==> config.mk <==
export PLATFORM = sky130hd
export DESIGN_NAME = grid_neighbor_stencil_generator_flat
export DESIGN_NICKNAME = d
export VERILOG_FILES = /design/src/design/gnsg_pkg.sv /design/src/design/gnsg_in_if.sv /design/src/design/gnsg_out_if.sv /design/src/design/gnsg_front.sv /design/src/design/gnsg_queue.sv /design/src/design/gnsg_back.sv /design/src/design/grid_neighbor_stencil_generator.sv /design/src/flat_wrapper.sv
export SDC_FILE = /design/constraint.sdc
export NUM_CORES = 1
export LEC_CHECK = 0
export BUFFER_PORTS_ARGS = -buffer_cell sky130_fd_sc_hd__buf_2
export CAP_MARGIN = 15
export CORE_MARGIN = 4
export CORE_UTILIZATION = 60
export CTS_CLUSTER_SIZE = 40
export DETAILED_ROUTE_END_ITERATION = 12
export PLACE_DENSITY_LB_ADDON = 0.05
export SYNTH_ARGS = -nofsm -noshare
export SYNTH_HDL_FRONTEND = slang
export SYNTH_SLANG_ARGS = --single-unit
==> constraint.sdc <==
create_clock -name clk -period 13.95 [get_ports clk]
set_clock_uncertainty 0.1 [all_clocks]
set_input_delay 2.0925 -clock clk [delete_from_list [all_inputs] [get_ports clk]]
set_output_delay 2.0925 -clock clk [all_outputs]
set_load 0.05 [all_outputs]
==> src/design/gnsg_pkg.sv <==
// shared types, constants and helper functions of the neighbour stencil generator
package gnsg_pkg;

  localparam int AXIS_MAX    = 64;
  localparam int AXIS_W      = $clog2(AXIS_MAX + 1);
  localparam int COORD_W     = 6;
  localparam int INDEX_W     = 18;
  localparam int SLOT_W      = 5;
  localparam int FACE_W      = 3;
  localparam int OFS_W       = 2;
  localparam int CFG_IDX_W   = 2;
  localparam int QUEUE_DEPTH = 2;
  localparam int AREA_W      = 2 * AXIS_W;

  typedef logic [AXIS_W-1:0]    axis_t;
  typedef logic [AREA_W-1:0]    area_t;
  typedef logic [COORD_W-1:0]   coord_t;
  typedef logic [INDEX_W-1:0]   index_t;
  typedef logic [SLOT_W-1:0]    slot_t;
  typedef logic [FACE_W-1:0]    face_t;
  typedef logic [OFS_W-1:0]     ofs_t;
  typedef logic [CFG_IDX_W-1:0] cfg_idx_t;

  // configuration register indexes
  localparam cfg_idx_t REG_GRID_X = 2'd0;
  localparam cfg_idx_t REG_GRID_Y = 2'd1;
  localparam cfg_idx_t REG_GRID_Z = 2'd2;

  // offset codes, value is offset plus one
  localparam ofs_t OFS_NEG  = 2'd0;
  localparam ofs_t OFS_ZERO = 2'd1;
  localparam ofs_t OFS_POS  = 2'd2;

  localparam face_t FACE_NEG_X = 3'd0;
  localparam face_t FACE_POS_X = 3'd1;
  localparam face_t FACE_NEG_Y = 3'd2;
  localparam face_t FACE_POS_Y = 3'd3;
  localparam face_t FACE_NEG_Z = 3'd4;
  localparam face_t FACE_POS_Z = 3'd5;
  localparam face_t FACE_NONE  = 3'd6;

  localparam slot_t SLOT_FIRST = 5'd0;
  localparam slot_t SLOT_SELF  = 5'd13;

  typedef struct packed {
    axis_t gx;
    axis_t gy;
    axis_t gz;
    area_t gxy;
  } grid_cfg_t;

  typedef struct packed {
    coord_t cx;
    coord_t cy;
    coord_t cz;
    logic   oor;
    slot_t  last_slot;
  } cell_job_t;

  function automatic axis_t sat_axis(input axis_t value);
    axis_t res;
    res = (value > axis_t'(AXIS_MAX)) ? axis_t'(AXIS_MAX) : value;
    return res;
  endfunction

  function automatic slot_t slot_of(input ofs_t dx, input ofs_t dy, input ofs_t dz);
    slot_t res;
    res = slot_t'(dx) * slot_t'(9) + slot_t'(dy) * slot_t'(3) + slot_t'(dz);
    return res;
  endfunction

  function automatic logic half_of(input ofs_t dx, input ofs_t dy, input ofs_t dz);
    logic self_hit;
    logic res;
    self_hit = (dx == OFS_ZERO) && (dy == OFS_ZERO) && (dz == OFS_ZERO);
    res = !self_hit && ((dy == OFS_POS) ||
                        (dy == OFS_ZERO && dz != OFS_NEG && dx != OFS_POS) ||
                        (dy == OFS_ZERO && dz == OFS_POS && dx == OFS_POS));
    return res;
  endfunction

  function automatic face_t face_of(input ofs_t dx, input ofs_t dy, input ofs_t dz);
    face_t res;
    if (dy == OFS_ZERO && dz == OFS_ZERO && dx != OFS_ZERO) begin
      res = (dx == OFS_NEG) ? FACE_NEG_X : FACE_POS_X;
    end else if (dx == OFS_ZERO && dz == OFS_ZERO && dy != OFS_ZERO) begin
      res = (dy == OFS_NEG) ? FACE_NEG_Y : FACE_POS_Y;
    end else if (dx == OFS_ZERO && dy == OFS_ZERO && dz != OFS_ZERO) begin
      res = (dz == OFS_NEG) ? FACE_NEG_Z : FACE_POS_Z;
    end else begin
      res = FACE_NONE;
    end
    return res;
  endfunction

endpackage

==> src/design/gnsg_in_if.sv <==
// input channel: one centre cell per item
interface gnsg_in_if;
  logic            valid;
  logic            ready;
  gnsg_pkg::coord_t cell_x;
  gnsg_pkg::coord_t cell_y;
  gnsg_pkg::coord_t cell_z;

  modport source (output valid, output cell_x, output cell_y, output cell_z, input ready);
  modport sink   (input valid, input cell_x, input cell_y, input cell_z, output ready);
endinterface

==> src/design/gnsg_out_if.sv <==
// result channel: one neighbour per item
interface gnsg_out_if;
  logic             valid;
  logic             ready;
  gnsg_pkg::index_t neighbor_index;
  gnsg_pkg::slot_t  stencil_slot;
  logic             is_self;
  logic             half_shell;
  gnsg_pkg::face_t  face_direction;
  logic             out_of_range;
  logic             last_of_run;

  modport source (output valid, output neighbor_index, output stencil_slot, output is_self,
                  output half_shell, output face_direction, output out_of_range,
                  output last_of_run, input ready);
  modport sink   (input valid, input neighbor_index, input stencil_slot, input is_self,
                  input half_shell, input face_direction, input out_of_range,
                  input last_of_run, output ready);
endinterface

==> src/design/gnsg_front.sv <==
// front end: grid size registers, range check and walk length of each centre cell
module gnsg_front (
  input  logic                   clk,
  input  logic                   rst_n,
  input  logic                   cfg_we,
  input  gnsg_pkg::cfg_idx_t     cfg_index,
  input  gnsg_pkg::axis_t        cfg_wdata,
  gnsg_in_if.sink                in_ch,
  output gnsg_pkg::grid_cfg_t    grid,
  output logic                   push_valid,
  output gnsg_pkg::cell_job_t    push_job,
  input  logic                   push_ready
);
  import gnsg_pkg::*;

  axis_t gx_r, gy_r, gz_r;
  area_t gxy_r;
  axis_t cx_w, cy_w, cz_w;
  ofs_t  xm, ym, zm;

  always_ff @(posedge clk) begin
    if (!rst_n) begin
      gx_r <= axis_t'(1);
      gy_r <= axis_t'(1);
      gz_r <= axis_t'(1);
    end else if (cfg_we) begin
      unique case (cfg_index)
        REG_GRID_X: gx_r <= sat_axis(cfg_wdata);
        REG_GRID_Y: gy_r <= sat_axis(cfg_wdata);
        REG_GRID_Z: gz_r <= sat_axis(cfg_wdata);
        default: ;
      endcase
    end
  end

  // plane size, registered from the grid size registers
  always_ff @(posedge clk) begin
    gxy_r <= area_t'(gx_r) * area_t'(gy_r);
  end

  assign grid = '{gx: gx_r, gy: gy_r, gz: gz_r, gxy: gxy_r};

  always_comb begin
    cx_w = axis_t'(in_ch.cell_x);
    cy_w = axis_t'(in_ch.cell_y);
    cz_w = axis_t'(in_ch.cell_z);
    // highest offset per axis that stays inside the grid
    xm = (cx_w + axis_t'(1) < gx_r) ? OFS_POS : OFS_ZERO;
    ym = (cy_w + axis_t'(1) < gy_r) ? OFS_POS : OFS_ZERO;
    zm = (cz_w + axis_t'(1) < gz_r) ? OFS_POS : OFS_ZERO;
    push_job.cx        = in_ch.cell_x;
    push_job.cy        = in_ch.cell_y;
    push_job.cz        = in_ch.cell_z;
    push_job.oor       = (cx_w >= gx_r) || (cy_w >= gy_r) || (cz_w >= gz_r);
    push_job.last_slot = slot_of(xm, ym, zm);
  end

  assign push_valid  = in_ch.valid;
  assign in_ch.ready = push_ready;

endmodule

==> src/design/gnsg_queue.sv <==
// short queue of classified cells between front end and walker
module gnsg_queue (
  input  logic                clk,
  input  logic                rst_n,
  input  logic                push_valid,
  input  gnsg_pkg::cell_job_t push_job,
  output logic                push_ready,
  output logic                pop_valid,
  output gnsg_pkg::cell_job_t pop_job,
  input  logic                pop_ready
);
  import gnsg_pkg::*;

  localparam int PTR_W = (QUEUE_DEPTH > 1) ? $clog2(QUEUE_DEPTH) : 1;
  localparam int CNT_W = $clog2(QUEUE_DEPTH + 1);

  typedef logic [PTR_W-1:0] ptr_t;
  typedef logic [CNT_W-1:0] cnt_t;

  cell_job_t mem_r [QUEUE_DEPTH];
  ptr_t      wr_ptr_r, wr_ptr_nxt;
  ptr_t      rd_ptr_r, rd_ptr_nxt;
  cnt_t      count_r, count_nxt;
  logic      do_push, do_pop;

  assign push_ready = (count_r != cnt_t'(QUEUE_DEPTH));
  assign pop_valid  = (count_r != cnt_t'(0));
  assign pop_job    = mem_r[rd_ptr_r];
  assign do_push    = push_valid && push_ready;
  assign do_pop     = pop_valid && pop_ready;

  always_comb begin
    wr_ptr_nxt = wr_ptr_r;
    rd_ptr_nxt = rd_ptr_r;
    count_nxt  = count_r;
    if (do_push) begin
      wr_ptr_nxt = (wr_ptr_r == ptr_t'(QUEUE_DEPTH - 1)) ? ptr_t'(0) : wr_ptr_r + ptr_t'(1);
    end
    if (do_pop) begin
      rd_ptr_nxt = (rd_ptr_r == ptr_t'(QUEUE_DEPTH - 1)) ? ptr_t'(0) : rd_ptr_r + ptr_t'(1);
    end
    if (do_push && !do_pop) begin
      count_nxt = count_r + cnt_t'(1);
    end else if (do_pop && !do_push) begin
      count_nxt = count_r - cnt_t'(1);
    end
  end

  always_ff @(posedge clk) begin
    if (!rst_n) begin
      wr_ptr_r <= '0;
      rd_ptr_r <= '0;
      count_r  <= '0;
    end else begin
      wr_ptr_r <= wr_ptr_nxt;
      rd_ptr_r <= rd_ptr_nxt;
      count_r  <= count_nxt;
    end
  end

  always_ff @(posedge clk) begin
    if (do_push) begin
      mem_r[wr_ptr_r] <= push_job;
    end
  end

`ifndef SYNTHESIS
  a_count_bound: assert property (@(posedge clk) disable iff (!rst_n)
    count_r <= cnt_t'(QUEUE_DEPTH))
    else $error("queue count above depth");
  a_count_track: assert property (@(posedge clk) disable iff (!rst_n)
    do_push && !do_pop |=> count_r == $past(count_r) + cnt_t'(1))
    else $error("queue count missed a push");
  a_ptr_gap: assert property (@(posedge clk) disable iff (!rst_n)
    count_r == cnt_t'(0) |-> wr_ptr_r == rd_ptr_r)
    else $error("queue pointers disagree with empty count");
`endif

endmodule

==> src/design/gnsg_back.sv <==
// back end: walks the offsets up to each cell's last slot, drops outside neighbours, builds the flat index
module gnsg_back (
  input  logic                clk,
  input  logic                rst_n,
  input  gnsg_pkg::grid_cfg_t grid,
  input  logic                pop_valid,
  input  gnsg_pkg::cell_job_t pop_job,
  output logic                pop_ready,
  gnsg_out_if.source          out_ch
);
  import gnsg_pkg::*;

  localparam int NW    = AXIS_W + 1;
  localparam int PY_W  = 2 * AXIS_W;
  localparam int PZ_W  = AXIS_W + AREA_W;
  localparam int SUM_W = PZ_W + 1;

  typedef logic [NW-1:0] ncoord_t;

  // walker
  logic      busy_r, busy_nxt;
  cell_job_t job_r, job_nxt;
  ofs_t      dx_r, dx_nxt, dy_r, dy_nxt, dz_r, dz_nxt;
  slot_t     slot_r, slot_nxt;

  // stage 1: products
  logic             s1_valid_r;
  axis_t            s1_nx_r;
  logic [PY_W-1:0]  s1_py_r;
  logic [PZ_W-1:0]  s1_pz_r;
  slot_t            s1_slot_r;
  logic             s1_self_r, s1_half_r, s1_oor_r, s1_last_r;
  face_t            s1_face_r;

  // output register
  logic   out_valid_r;
  index_t out_index_r;
  slot_t  out_slot_r;
  logic   out_self_r, out_half_r, out_oor_r, out_last_r;
  face_t  out_face_r;

  ncoord_t nx, ny, nz;
  logic    in_grid, finish, advance, step, emit, take;
  logic [SUM_W-1:0] sum_w;

  assign advance = !out_valid_r || out_ch.ready;
  assign step    = busy_r && advance;

  always_comb begin
    nx = ncoord_t'(job_r.cx) + ncoord_t'(dx_r) - ncoord_t'(1);
    ny = ncoord_t'(job_r.cy) + ncoord_t'(dy_r) - ncoord_t'(1);
    nz = ncoord_t'(job_r.cz) + ncoord_t'(dz_r) - ncoord_t'(1);
    // a borrow into the top bit marks a coordinate below zero
    in_grid = !nx[NW-1] && !ny[NW-1] && !nz[NW-1] &&
              (nx[AXIS_W-1:0] < grid.gx) && (ny[AXIS_W-1:0] < grid.gy) &&
              (nz[AXIS_W-1:0] < grid.gz);
    finish  = job_r.oor || (slot_r == job_r.last_slot);
    emit    = step && (job_r.oor || in_grid);
    take    = pop_valid && (!busy_r || (step && finish));
  end

  assign pop_ready = take;

  always_comb begin
    busy_nxt = busy_r;
    job_nxt  = job_r;
    dx_nxt   = dx_r;
    dy_nxt   = dy_r;
    dz_nxt   = dz_r;
    slot_nxt = slot_r;
    priority if (take) begin
      busy_nxt = 1'b1;
      job_nxt  = pop_job;
      dx_nxt   = OFS_NEG;
      dy_nxt   = OFS_NEG;
      dz_nxt   = OFS_NEG;
      slot_nxt = SLOT_FIRST;
    end else if (step && finish) begin
      busy_nxt = 1'b0;
    end else if (step) begin
      slot_nxt = slot_r + slot_t'(1);
      if (dz_r != OFS_POS) begin
        dz_nxt = dz_r + ofs_t'(1);
      end else begin
        dz_nxt = OFS_NEG;
        if (dy_r != OFS_POS) begin
          dy_nxt = dy_r + ofs_t'(1);
        end else begin
          dy_nxt = OFS_NEG;
          dx_nxt = dx_r + ofs_t'(1);
        end
      end
    end
  end

  always_ff @(posedge clk) begin
    if (!rst_n) begin
      busy_r <= 1'b0;
      slot_r <= SLOT_FIRST;
    end else begin
      busy_r <= busy_nxt;
      slot_r <= slot_nxt;
    end
  end

  always_ff @(posedge clk) begin
    job_r <= job_nxt;
    dx_r  <= dx_nxt;
    dy_r  <= dy_nxt;
    dz_r  <= dz_nxt;
  end

  always_ff @(posedge clk) begin
    if (!rst_n) begin
      s1_valid_r  <= 1'b0;
      out_valid_r <= 1'b0;
    end else if (advance) begin
      s1_valid_r  <= emit;
      out_valid_r <= s1_valid_r;
    end
  end

  always_ff @(posedge clk) begin
    if (advance) begin
      if (job_r.oor) begin
        s1_nx_r   <= '0;
        s1_py_r   <= '0;
        s1_pz_r   <= '0;
        s1_slot_r <= SLOT_FIRST;
        s1_self_r <= 1'b0;
        s1_half_r <= 1'b0;
        s1_face_r <= FACE_NONE;
        s1_oor_r  <= 1'b1;
      end else begin
        s1_nx_r   <= nx[AXIS_W-1:0];
        s1_py_r   <= PY_W'(ny[AXIS_W-1:0]) * PY_W'(grid.gx);
        s1_pz_r   <= PZ_W'(nz[AXIS_W-1:0]) * PZ_W'(grid.gxy);
        s1_slot_r <= slot_r;
        s1_self_r <= (slot_r == SLOT_SELF);
        s1_half_r <= half_of(dx_r, dy_r, dz_r);
        s1_face_r <= face_of(dx_r, dy_r, dz_r);
        s1_oor_r  <= 1'b0;
      end
      s1_last_r <= finish;
    end
  end

  assign sum_w = SUM_W'(s1_nx_r) + SUM_W'(s1_py_r) + SUM_W'(s1_pz_r);

  always_ff @(posedge clk) begin
    if (advance) begin
      out_index_r <= sum_w[INDEX_W-1:0];
      out_slot_r  <= s1_slot_r;
      out_self_r  <= s1_self_r;
      out_half_r  <= s1_half_r;
      out_face_r  <= s1_face_r;
      out_oor_r   <= s1_oor_r;
      out_last_r  <= s1_last_r;
    end
  end

  assign out_ch.valid          = out_valid_r;
  assign out_ch.neighbor_index = out_index_r;
  assign out_ch.stencil_slot   = out_slot_r;
  assign out_ch.is_self        = out_self_r;
  assign out_ch.half_shell     = out_half_r;
  assign out_ch.face_direction = out_face_r;
  assign out_ch.out_of_range   = out_oor_r;
  assign out_ch.last_of_run    = out_last_r;

`ifndef SYNTHESIS
  a_oor_single: assert property (@(posedge clk) disable iff (!rst_n)
    out_valid_r && out_oor_r |-> out_last_r && out_face_r == FACE_NONE &&
                                 out_index_r == '0)
    else $error("out of range item not a lone result");
  a_self_slot: assert property (@(posedge clk) disable iff (!rst_n)
    out_valid_r && out_self_r |-> out_slot_r == SLOT_SELF && !out_half_r &&
                                  out_face_r == FACE_NONE)
    else $error("centre result with wrong flags");
  a_walk_bound: assert property (@(posedge clk) disable iff (!rst_n)
    busy_r && !job_r.oor |-> slot_r <= job_r.last_slot)
    else $error("walk ran past its last slot");
  a_no_early_take: assert property (@(posedge clk) disable iff (!rst_n)
    busy_r && !finish |-> !take)
    else $error("next cell taken before walk finished");
`endif

endmodule

==> src/design/grid_neighbor_stencil_generator.sv <==
// top level of the 27-point neighbour stencil generator
// path: with the walker idle an accepted cell passes the queue, the walker's job register,
//   stage 1 and the output register, after any leading slots outside the grid (up to 13)
// throughput: at most one result per cycle, held while the receiver stalls; a cell in range is
//   walked one slot at a time up to its last in-grid slot (14 to 27 slots), one out of range gives one result
// reset: synchronous, active low; grid sizes return to 1, queue and walker empty
module grid_neighbor_stencil_generator (
  input  logic               clk,
  input  logic               rst_n,
  input  logic               cfg_we,
  input  gnsg_pkg::cfg_idx_t cfg_index,
  input  gnsg_pkg::axis_t    cfg_wdata,
  gnsg_in_if.sink            in_ch,
  gnsg_out_if.source         out_ch
);
  import gnsg_pkg::*;

  grid_cfg_t grid;
  logic      push_valid, push_ready, pop_valid, pop_ready;
  cell_job_t push_job, pop_job;

  gnsg_front u_front (
    .clk        (clk),
    .rst_n      (rst_n),
    .cfg_we     (cfg_we),
    .cfg_index  (cfg_index),
    .cfg_wdata  (cfg_wdata),
    .in_ch      (in_ch),
    .grid       (grid),
    .push_valid (push_valid),
    .push_job   (push_job),
    .push_ready (push_ready)
  );

  gnsg_queue u_queue (
    .clk        (clk),
    .rst_n      (rst_n),
    .push_valid (push_valid),
    .push_job   (push_job),
    .push_ready (push_ready),
    .pop_valid  (pop_valid),
    .pop_job    (pop_job),
    .pop_ready  (pop_ready)
  );

  gnsg_back u_back (
    .clk       (clk),
    .rst_n     (rst_n),
    .grid      (grid),
    .pop_valid (pop_valid),
    .pop_job   (pop_job),
    .pop_ready (pop_ready),
    .out_ch    (out_ch)
  );

endmodule

==> src/flat_wrapper.sv <==
// flat-port wrapper written by rule: the top's interface ports become plain ports
module grid_neighbor_stencil_generator_flat import gnsg_pkg::*;
  (clk, rst_n, cfg_we, cfg_index, cfg_wdata, in_ch_valid, in_ch_cell_x, in_ch_cell_y, in_ch_cell_z, in_ch_ready, out_ch_valid, out_ch_neighbor_index, out_ch_stencil_slot, out_ch_is_self, out_ch_half_shell, out_ch_face_direction, out_ch_out_of_range, out_ch_last_of_run, out_ch_ready);
  gnsg_in_if in_ch_i ();
  gnsg_out_if out_ch_i ();
  input  logic clk;
  input  logic rst_n;
  input  logic cfg_we;
  input  gnsg_pkg::cfg_idx_t cfg_index;
  input  gnsg_pkg::axis_t cfg_wdata;
  input wire logic [$bits(in_ch_i.valid)-1:0] in_ch_valid;
  input wire logic [$bits(in_ch_i.cell_x)-1:0] in_ch_cell_x;
  input wire logic [$bits(in_ch_i.cell_y)-1:0] in_ch_cell_y;
  input wire logic [$bits(in_ch_i.cell_z)-1:0] in_ch_cell_z;
  output wire logic [$bits(in_ch_i.ready)-1:0] in_ch_ready;
  output wire logic [$bits(out_ch_i.valid)-1:0] out_ch_valid;
  output wire logic [$bits(out_ch_i.neighbor_index)-1:0] out_ch_neighbor_index;
  output wire logic [$bits(out_ch_i.stencil_slot)-1:0] out_ch_stencil_slot;
  output wire logic [$bits(out_ch_i.is_self)-1:0] out_ch_is_self;
  output wire logic [$bits(out_ch_i.half_shell)-1:0] out_ch_half_shell;
  output wire logic [$bits(out_ch_i.face_direction)-1:0] out_ch_face_direction;
  output wire logic [$bits(out_ch_i.out_of_range)-1:0] out_ch_out_of_range;
  output wire logic [$bits(out_ch_i.last_of_run)-1:0] out_ch_last_of_run;
  input wire logic [$bits(out_ch_i.ready)-1:0] out_ch_ready;
  assign in_ch_i.valid = in_ch_valid;
  assign in_ch_i.cell_x = in_ch_cell_x;
  assign in_ch_i.cell_y = in_ch_cell_y;
  assign in_ch_i.cell_z = in_ch_cell_z;
  assign in_ch_ready = in_ch_i.ready;
  assign out_ch_valid = out_ch_i.valid;
  assign out_ch_neighbor_index = out_ch_i.neighbor_index;
  assign out_ch_stencil_slot = out_ch_i.stencil_slot;
  assign out_ch_is_self = out_ch_i.is_self;
  assign out_ch_half_shell = out_ch_i.half_shell;
  assign out_ch_face_direction = out_ch_i.face_direction;
  assign out_ch_out_of_range = out_ch_i.out_of_range;
  assign out_ch_last_of_run = out_ch_i.last_of_run;
  assign out_ch_i.ready = out_ch_ready;
  grid_neighbor_stencil_generator u_core (.clk(clk), .rst_n(rst_n), .cfg_we(cfg_we), .cfg_index(cfg_index), .cfg_wdata(cfg_wdata), .in_ch(in_ch_i), .out_ch(out_ch_i));
endmodule
Word level (Yosys, flattened, before mapping) --
Memories as Yosys holds them, arrays and structs flattened. A register that Yosys moved wholly into a read port is not among the register bits. Index checks and enable logic that the tools add are counted.
Cells by class: add/sub/neg operators 21, multiply operators 5, magnitude comparators 10, equality and inequality tests 17, mux-type cells 21, bitwise logic cells 4, reductions and logical operators 56
Operator list (number):
- less-than comparator 7 bit | 6
- multiplier 7 x 7 -> 14 bit | 2
- logical AND 1 bit | 25
- subtractor 7 x 1 -> 8 bit, second input constant | 3
- adder 6 x 1 -> 7 bit, second input constant | 3
- adder 6 x 2 -> 7 bit | 3
- >= comparator 6 x 7 -> 1 bit | 3
- adder 15 x 18 -> 18 bit | 1
- multiplier 7 x 14 -> 18 bit | 1
- two-way mux 2 bit | 8
- adder 7 x 14 -> 15 bit | 1
- two-way mux 1 bit | 10
- adder 2 x 1 -> 2 bit, second input constant | 4
- equality test 2 x 1 -> 1 bit, second input constant | 4
- equality test 2 bit, second input constant | 4
- zero test 1 bit | 8
- zero test 2 bit | 4
- logical OR 1 bit | 8
- inequality test 2 bit, second input constant | 4
- AND reduction 2 bit | 4
- nonzero test 2 bit | 4
- > comparator 7 bit, second input constant | 1
- two-way mux 7 bit | 1
- two-way mux 3 bit | 2
- other kinds (14) | 20
Storage, ports and cells: flip-flop bits (word level) 134, memory bits (writable) 48, bits of input ports 32, output and inout port bits 32, logic and storage cells 165, memories kept 1
Memories:
- u_core.u_queue.mem_r | words 2, bits a word 24, rd ports 1, clocked after memory_dff 1, wr ports 1, line gnsg_queue.sv:20 | cell_job_t mem_r [QUEUE_DEPTH];

Longest topological paths before layout --
depth in word-level cells 10, mapped depth 28, mapped depth without buffers 27

Modules after synthesis --
From an unflattened synthesis, not the netlist that was laid out.
Unflattened totals: cell total of the unflattened synthesis 1583, area total of the unflattened synthesis 16507.1 µm²
By module, submodules not included:
- gnsg_back | times used 1, cells each 1044, area each 10665.2 µm², sequential area each 3433.3 µm²
- gnsg_front | times used 1, cells each 440, area each 3872.5 µm², sequential area each 700.7 µm²
- gnsg_queue | times used 1, cells each 99, area each 1969.4 µm², sequential area each 1541.5 µm²

Worst setup path before layout --
No wires, ideal clock.
kind register to register, start point register u_core.u_back.dz_r[1], end point register u_core.u_back.s1_pz_r[16], data pin, setup time 0.260 ns, arrival 5.861 ns, required time 13.590 ns, path slack 7.729 ns, cell stages (with the launch flop) 27, path buffers 1, period minus slack after synthesis 6.221 ns, path through dfxtp_1 > inv_1 > ha_1 > inv_1 > ha_1 > inv_1 > fa_1 > nor2b_1 > o21ai_0 > nand2b_1 > xnor2_1 > clkbuf_1 > and2_1 > fa_1 > inv_1 > fa_1 > inv_1 > fa_1 > inv_1 > fa_1 > inv_1 > ha_1 > a21oi_1 > a221o_1 > a311oi_2 > a31oi_1 > mux2_2
On the way: cells in the longest elaborated chain, start to end 3
Ends and longest elaborated chain:
- start: declaration | line gnsg_back.sv:23 | ofs_t dx_r, dx_nxt, dy_r, dy_nxt, dz_r, dz_nxt;
- start signal: assignment | line gnsg_back.sv:110 | dz_r <= dz_nxt;
- adder 6 x 2 -> 7 bit | line gnsg_back.sv:52 | nz = ncoord_t'(job_r.cz) + ncoord_t'(dz_r) - ncoord_t'(1);
- subtractor 7 x 1 -> 8 bit | line gnsg_back.sv:52
- multiplier 7 x 14 -> 18 bit | line gnsg_back.sv:137 | s1_pz_r <= PZ_W'(nz[AXIS_W-1:0]) * PZ_W'(grid.gxy);
- end signal: assignment | line gnsg_back.sv:137
- end: declaration | line gnsg_back.sv:30 | logic [PZ_W-1:0] s1_pz_r;
Every way passes these cells. A chain may end at the register's enable or synchronous reset.

Final worst setup path --
Ends and elaborated chain as after synthesis.

==> results.py <==
metrics = {
    "power_and_ir_drop": {
        "ir_worst_vdd_mv": 0.133,
        "power_density_mw_per_mm2": 170,
        "finalPower_w": 0.00302,
        "power.static_leakage_nw": 8.41,
    },
    "finish": {
        "num-fill-cells": 2075,
        "drive_gt1_frac": 0.0916,
        "multi_input_area_mm2": 0.00961,
        "fin_nets": 1967,
        "ff_latch_area_mm2": 0.00566,
        "antenna_cells": 0,
        "area_delta_synth_final_pct": 9.43,
    },
    "worst_setup_path": {
        "cpPeakStageDelay_ps": 810,
        "arrival_ps": 7050,
        "timing_worst_setup_path_type": "flip-flop to flip-flop",
        "regToRegEndpoint": "u_core.u_back.s1_pz_r[16]",
        "path_cells": "inv_1 -> ha_1 -> inv_1 -> ha_1 -> inv_1 -> fa_1 -> nor2b_1 -> o21ai_0 -> nand2b_1 -> xnor2_1 -> nand2_1 -> fa_1 -> fa_1 -> inv_1 -> fa_1 -> inv_1 -> fa_1 -> inv_1 -> ha_1 -> a21oi_1 -> a221o_1 -> a311oi_2 -> a31oi_1 -> mux2_2",
        "path_max_fanout": 13,
        "reg2reg_slack_ps": 7070,
        "critPathMostFrequentCell": "inv_1",
        "required_ps": 14110,
        "worst_setup_path_start_kind": "flip-flop",
        "r2r_start": "u_core.u_back.dz_r[1]",
        "end_kind": "flip-flop",
        "crit_slowest_cell": "xnor2_1",
        "critical_path.top_delay_family": "adder cells",
        "path_buf_inv": 6,
        "rr_worst_depth": 24,
    },
    "global_route": {
        "top_usage_layer": "met2",
        "grt_max_degree": 85,
        "grt_pass1_wl_um": 52600,
        "grt_util_met3": 0.0338,
        "antenna_found_initial": 0,
        "use_met1": 0.314,
        "gr-usage-met2": 0.361,
        "grt_pass1_vias": 10560,
        "track_usage": 0.222,
        "overflow": 0,
    },
    "logic_synthesis": {
        "async_flop_share": 0,
        "synth_nets": 1898,
        "synth-main-ff-cell": "edfxtp_1",
        "ys_seq_area_frac": 0.349,
        "synth_seq_cells": 206,
        "syn_avg_cell_area_um2": 10.5,
        "synth_edf_count": 153,
        "yosysWarningCount": 0,
        "synth.distinct_cells": 60,
        "syn_area_mm2": 0.0162,
        "synth_cells": 1541,
    },
    "sta": {
        "holdWs_ps": 317,
        "setup_tns_ps": 0,
        "clock.fmax_mhz": 145,
        "drv_slew": 0,
        "fin_crit_sh": 0.494,
        "rsz0062_at_grt": "no",
        "setup_viol": 0,
        "finalCriticalPeriod_ps": 6880,
        "hold_viol": 0,
        "worst_slew_pin_slew_ps": 1070,
        "maxSlewHeadroom": 0.282,
    },
    "place": {
        "buffer_ports.inserted": 63,
        "gp_congestion": 0.844,
        "hpwl_um": 25100,
    },
    "drt": {
        "routed_wl_um": 32400,
        "initialDrtViolationCount": 668,
        "post-route-drc-count": 0,
        "postRouteAntennaNets": 0,
        "firstDrtPassIters": 5,
        "num_vias": 10796,
        "wire_per_inst_um": 16.5,
        "viasPerCell": 5.50,
    },
    "die": {
        "rows": 59,
        "initial_utilization": 0.616,
        "core_mm2": 0.0264,
        "dieArea_mm2": 0.0297,
        "dieHeight_um": 172,
        "die_w_um": 172,
        "io_pins": 64,
    },
    "hold_path": {
        "hold_path_end": "u_core.u_back.out_ch.stencil_slot[1]",
        "worstHoldStart": "u_core.u_back.s1_slot_r[1]",
        "min_path_cells": 0,
        "hold_path.class": "flip-flop to flip-flop",
    },
    "cts": {
        "cts.hold.buffers_added": 0,
        "clk_latency_ps": 520,
        "numCtsBuffers": 23,
        "cts.reportedPaths.clkPinSlew_ps": 60,
        "post_cts_buffers": 0,
        "root_buffer": "clkbuf_16",
        "cts_tree": "yes",
        "cts_buffer_depth": 3,
        "cts_sinks": 206,
        "cts_resized": 0,
        "h-tree-depth": 1,
    },
    "run_status": {
        "status": "finished, final reports clean",
    },
    "flow_run": {
        "cap_viol_max_count": 0,
    },
}
registers in the layout, indices dropped and copies added (netlist names), 2 cells and up:
signal                               count
u_core.u_back.out_ch.stencil_slot        5
u_core.u_back.out_ch.neighbor_index     18
u_core.u_front.gz_r                      7
u_core.u_back.dy_r                       2
u_core.u_back.s1_pz_r                   18
u_core.u_back.s1_nx_r                    7
u_core.u_back.dx_r                       2
u_core.u_back.s1_face_r                  3
u_core.u_back.job_r                     24
u_core.u_queue.mem_r                    48
u_core.u_front.gxy_r                    14
u_core.u_back.dz_r                       2
u_core.u_queue.count_r                   2
u_core.u_front.gy_r                      7
u_core.u_front.gx_r                      7
u_core.u_back.s1_slot_r                  5
u_core.u_back.s1_py_r                   14
u_core.u_back.slot_r                     5
u_core.u_back.out_ch.face_direction      3
placed cells by master, fill, tap and decap left out, types with 7 or more instances in the layout:
cell / instances
o21a_1: 17
nor3_1: 12
ha_1: 208
nand4_1: 7
nor3b_1: 7
buf_4: 10
xor2_1: 33
and2_1: 64
a21o_1: 27
nor2b_1: 58
and3_1: 9
dfxtp_1: 53
clkbuf_16: 23
nand2b_1: 29
fa_1: 117
a21oi_1: 46
mux2i_1: 16
nand2_1: 127
a21boi_0: 11
inv_1: 225
a31oi_1: 8
xnor2_1: 53
nand3_1: 25
edfxtp_1: 153
mux2_2: 26
buf_2: 63
o21bai_1: 8
o21ai_0: 29
nor2_1: 89
metal layers:
metal  share of wire  vias up
met2            0.47      248
met3           0.059       52
met5               0        -
li1                -     5271
met4           0.022        0
met1            0.45     5225
worst reg2reg max path: stages, from the launching register on:
cell	delay, ps
dfxtp_1	450
inv_1	100
ha_1	280
inv_1	40
ha_1	210
inv_1	70
fa_1	210
nor2b_1	60
o21ai_0	150
nand2b_1	130
xnor2_1	810
nand2_1	180
fa_1	520
fa_1	540
inv_1	50
fa_1	520
inv_1	50
fa_1	530
inv_1	40
ha_1	340
a21oi_1	120
a221o_1	400
a311oi_2	300
a31oi_1	130
mux2_2	280
power breakdown:
group | internal, W | switching (W) | total [W]
sequential | 0.000828 | 0.0000591 | 0.000887
combinational | 0.000546 | 0.000932 | 0.00148
clock | 0.000405 | 0.000247 | 0.000652
final cells by class:
class,count,area share
Multi-Input combinational cell,1079,0.541
Sequential cell,206,0.319
Inverter,227,0.0481
Clock buffer,31,0.0369
Tap cell,335,0.0236
Timing Repair Buffer,73,0.0220
Clock inverter,11,0.00959
how the worst max path moves through the flow:
stage / startpoint / endpoint / cells past startpoint
2_1_floorplan: u_core.u_back.dz_r[1] / u_core.u_back.s1_pz_r[16] / 26
3_3_place_gp: u_core.u_back.dz_r[1] / u_core.u_back.s1_pz_r[16] / 24
3_5_place_dp: u_core.u_back.dz_r[1] / u_core.u_back.s1_pz_r[16] / 24
4_1_cts: u_core.u_back.dz_r[1] / u_core.u_back.s1_pz_r[16] / 24
5_1_grt: u_core.u_back.dz_r[1] / u_core.u_back.s1_pz_r[16] / 24
6_report: u_core.u_back.dz_r[1] / u_core.u_back.s1_pz_r[16] / 24
synthesized netlist by cell type, types with 4 or more instances:
master    number  area, um2
nor2_1        90        338
o21ai_0       29        145
nor3b_1        7       52.6
edfxtp_1     153       4590
a21boi_0      11       82.6
nand4_1        7       43.8
o21a_1        17        128
clkbuf_1      28        105
nand2_1      127        477
nor2b_1       58        363
mux2_2        26        293
and2_1        64        400
inv_1        226        848
fa_1         117       2340
dfxtp_1       53       1060
a31oi_1        8       50.1
xnor2_1       53        464
mux2i_1       16        160
xor2_1        33        289
o21bai_1       8       60.1
nand2b_1      29        181
a21o_1        27        203
nand3b_1       5       37.5
o211ai_1       4       30.0
ha_1         208       2600
nor3_1        12       60.1
nand3_1       25        125
a21oi_1       46        230
and3_1         9       56.3
logic make-up after synthesis:
group | after synthesis | synth area share
xor gates and xnor gates | 87 | 0.0478
muxes | 42 | 0.0279
DFF | 206 | 0.349
adders and majority gates | 325 | 0.305
and+or+nand+nor | 448 | 0.139
AOI/OAI and AO/OA | 177 | 0.0728
buffers and inverters | 256 | 0.0592
metrics by stage:
step	instances	instance area, um2	utilization	worst slack (ps)
CTS	1962	17800	0.674	7050
global placement	1920	16900	0.642	7230
finish	1962	17800	0.674	7070
detailed placement	1920	16900	0.642	7110
floorplan	1541	16200	-	7730
global route	1962	17800	0.674	6590
Note: power is estimated with default switching activity, not from simulation.
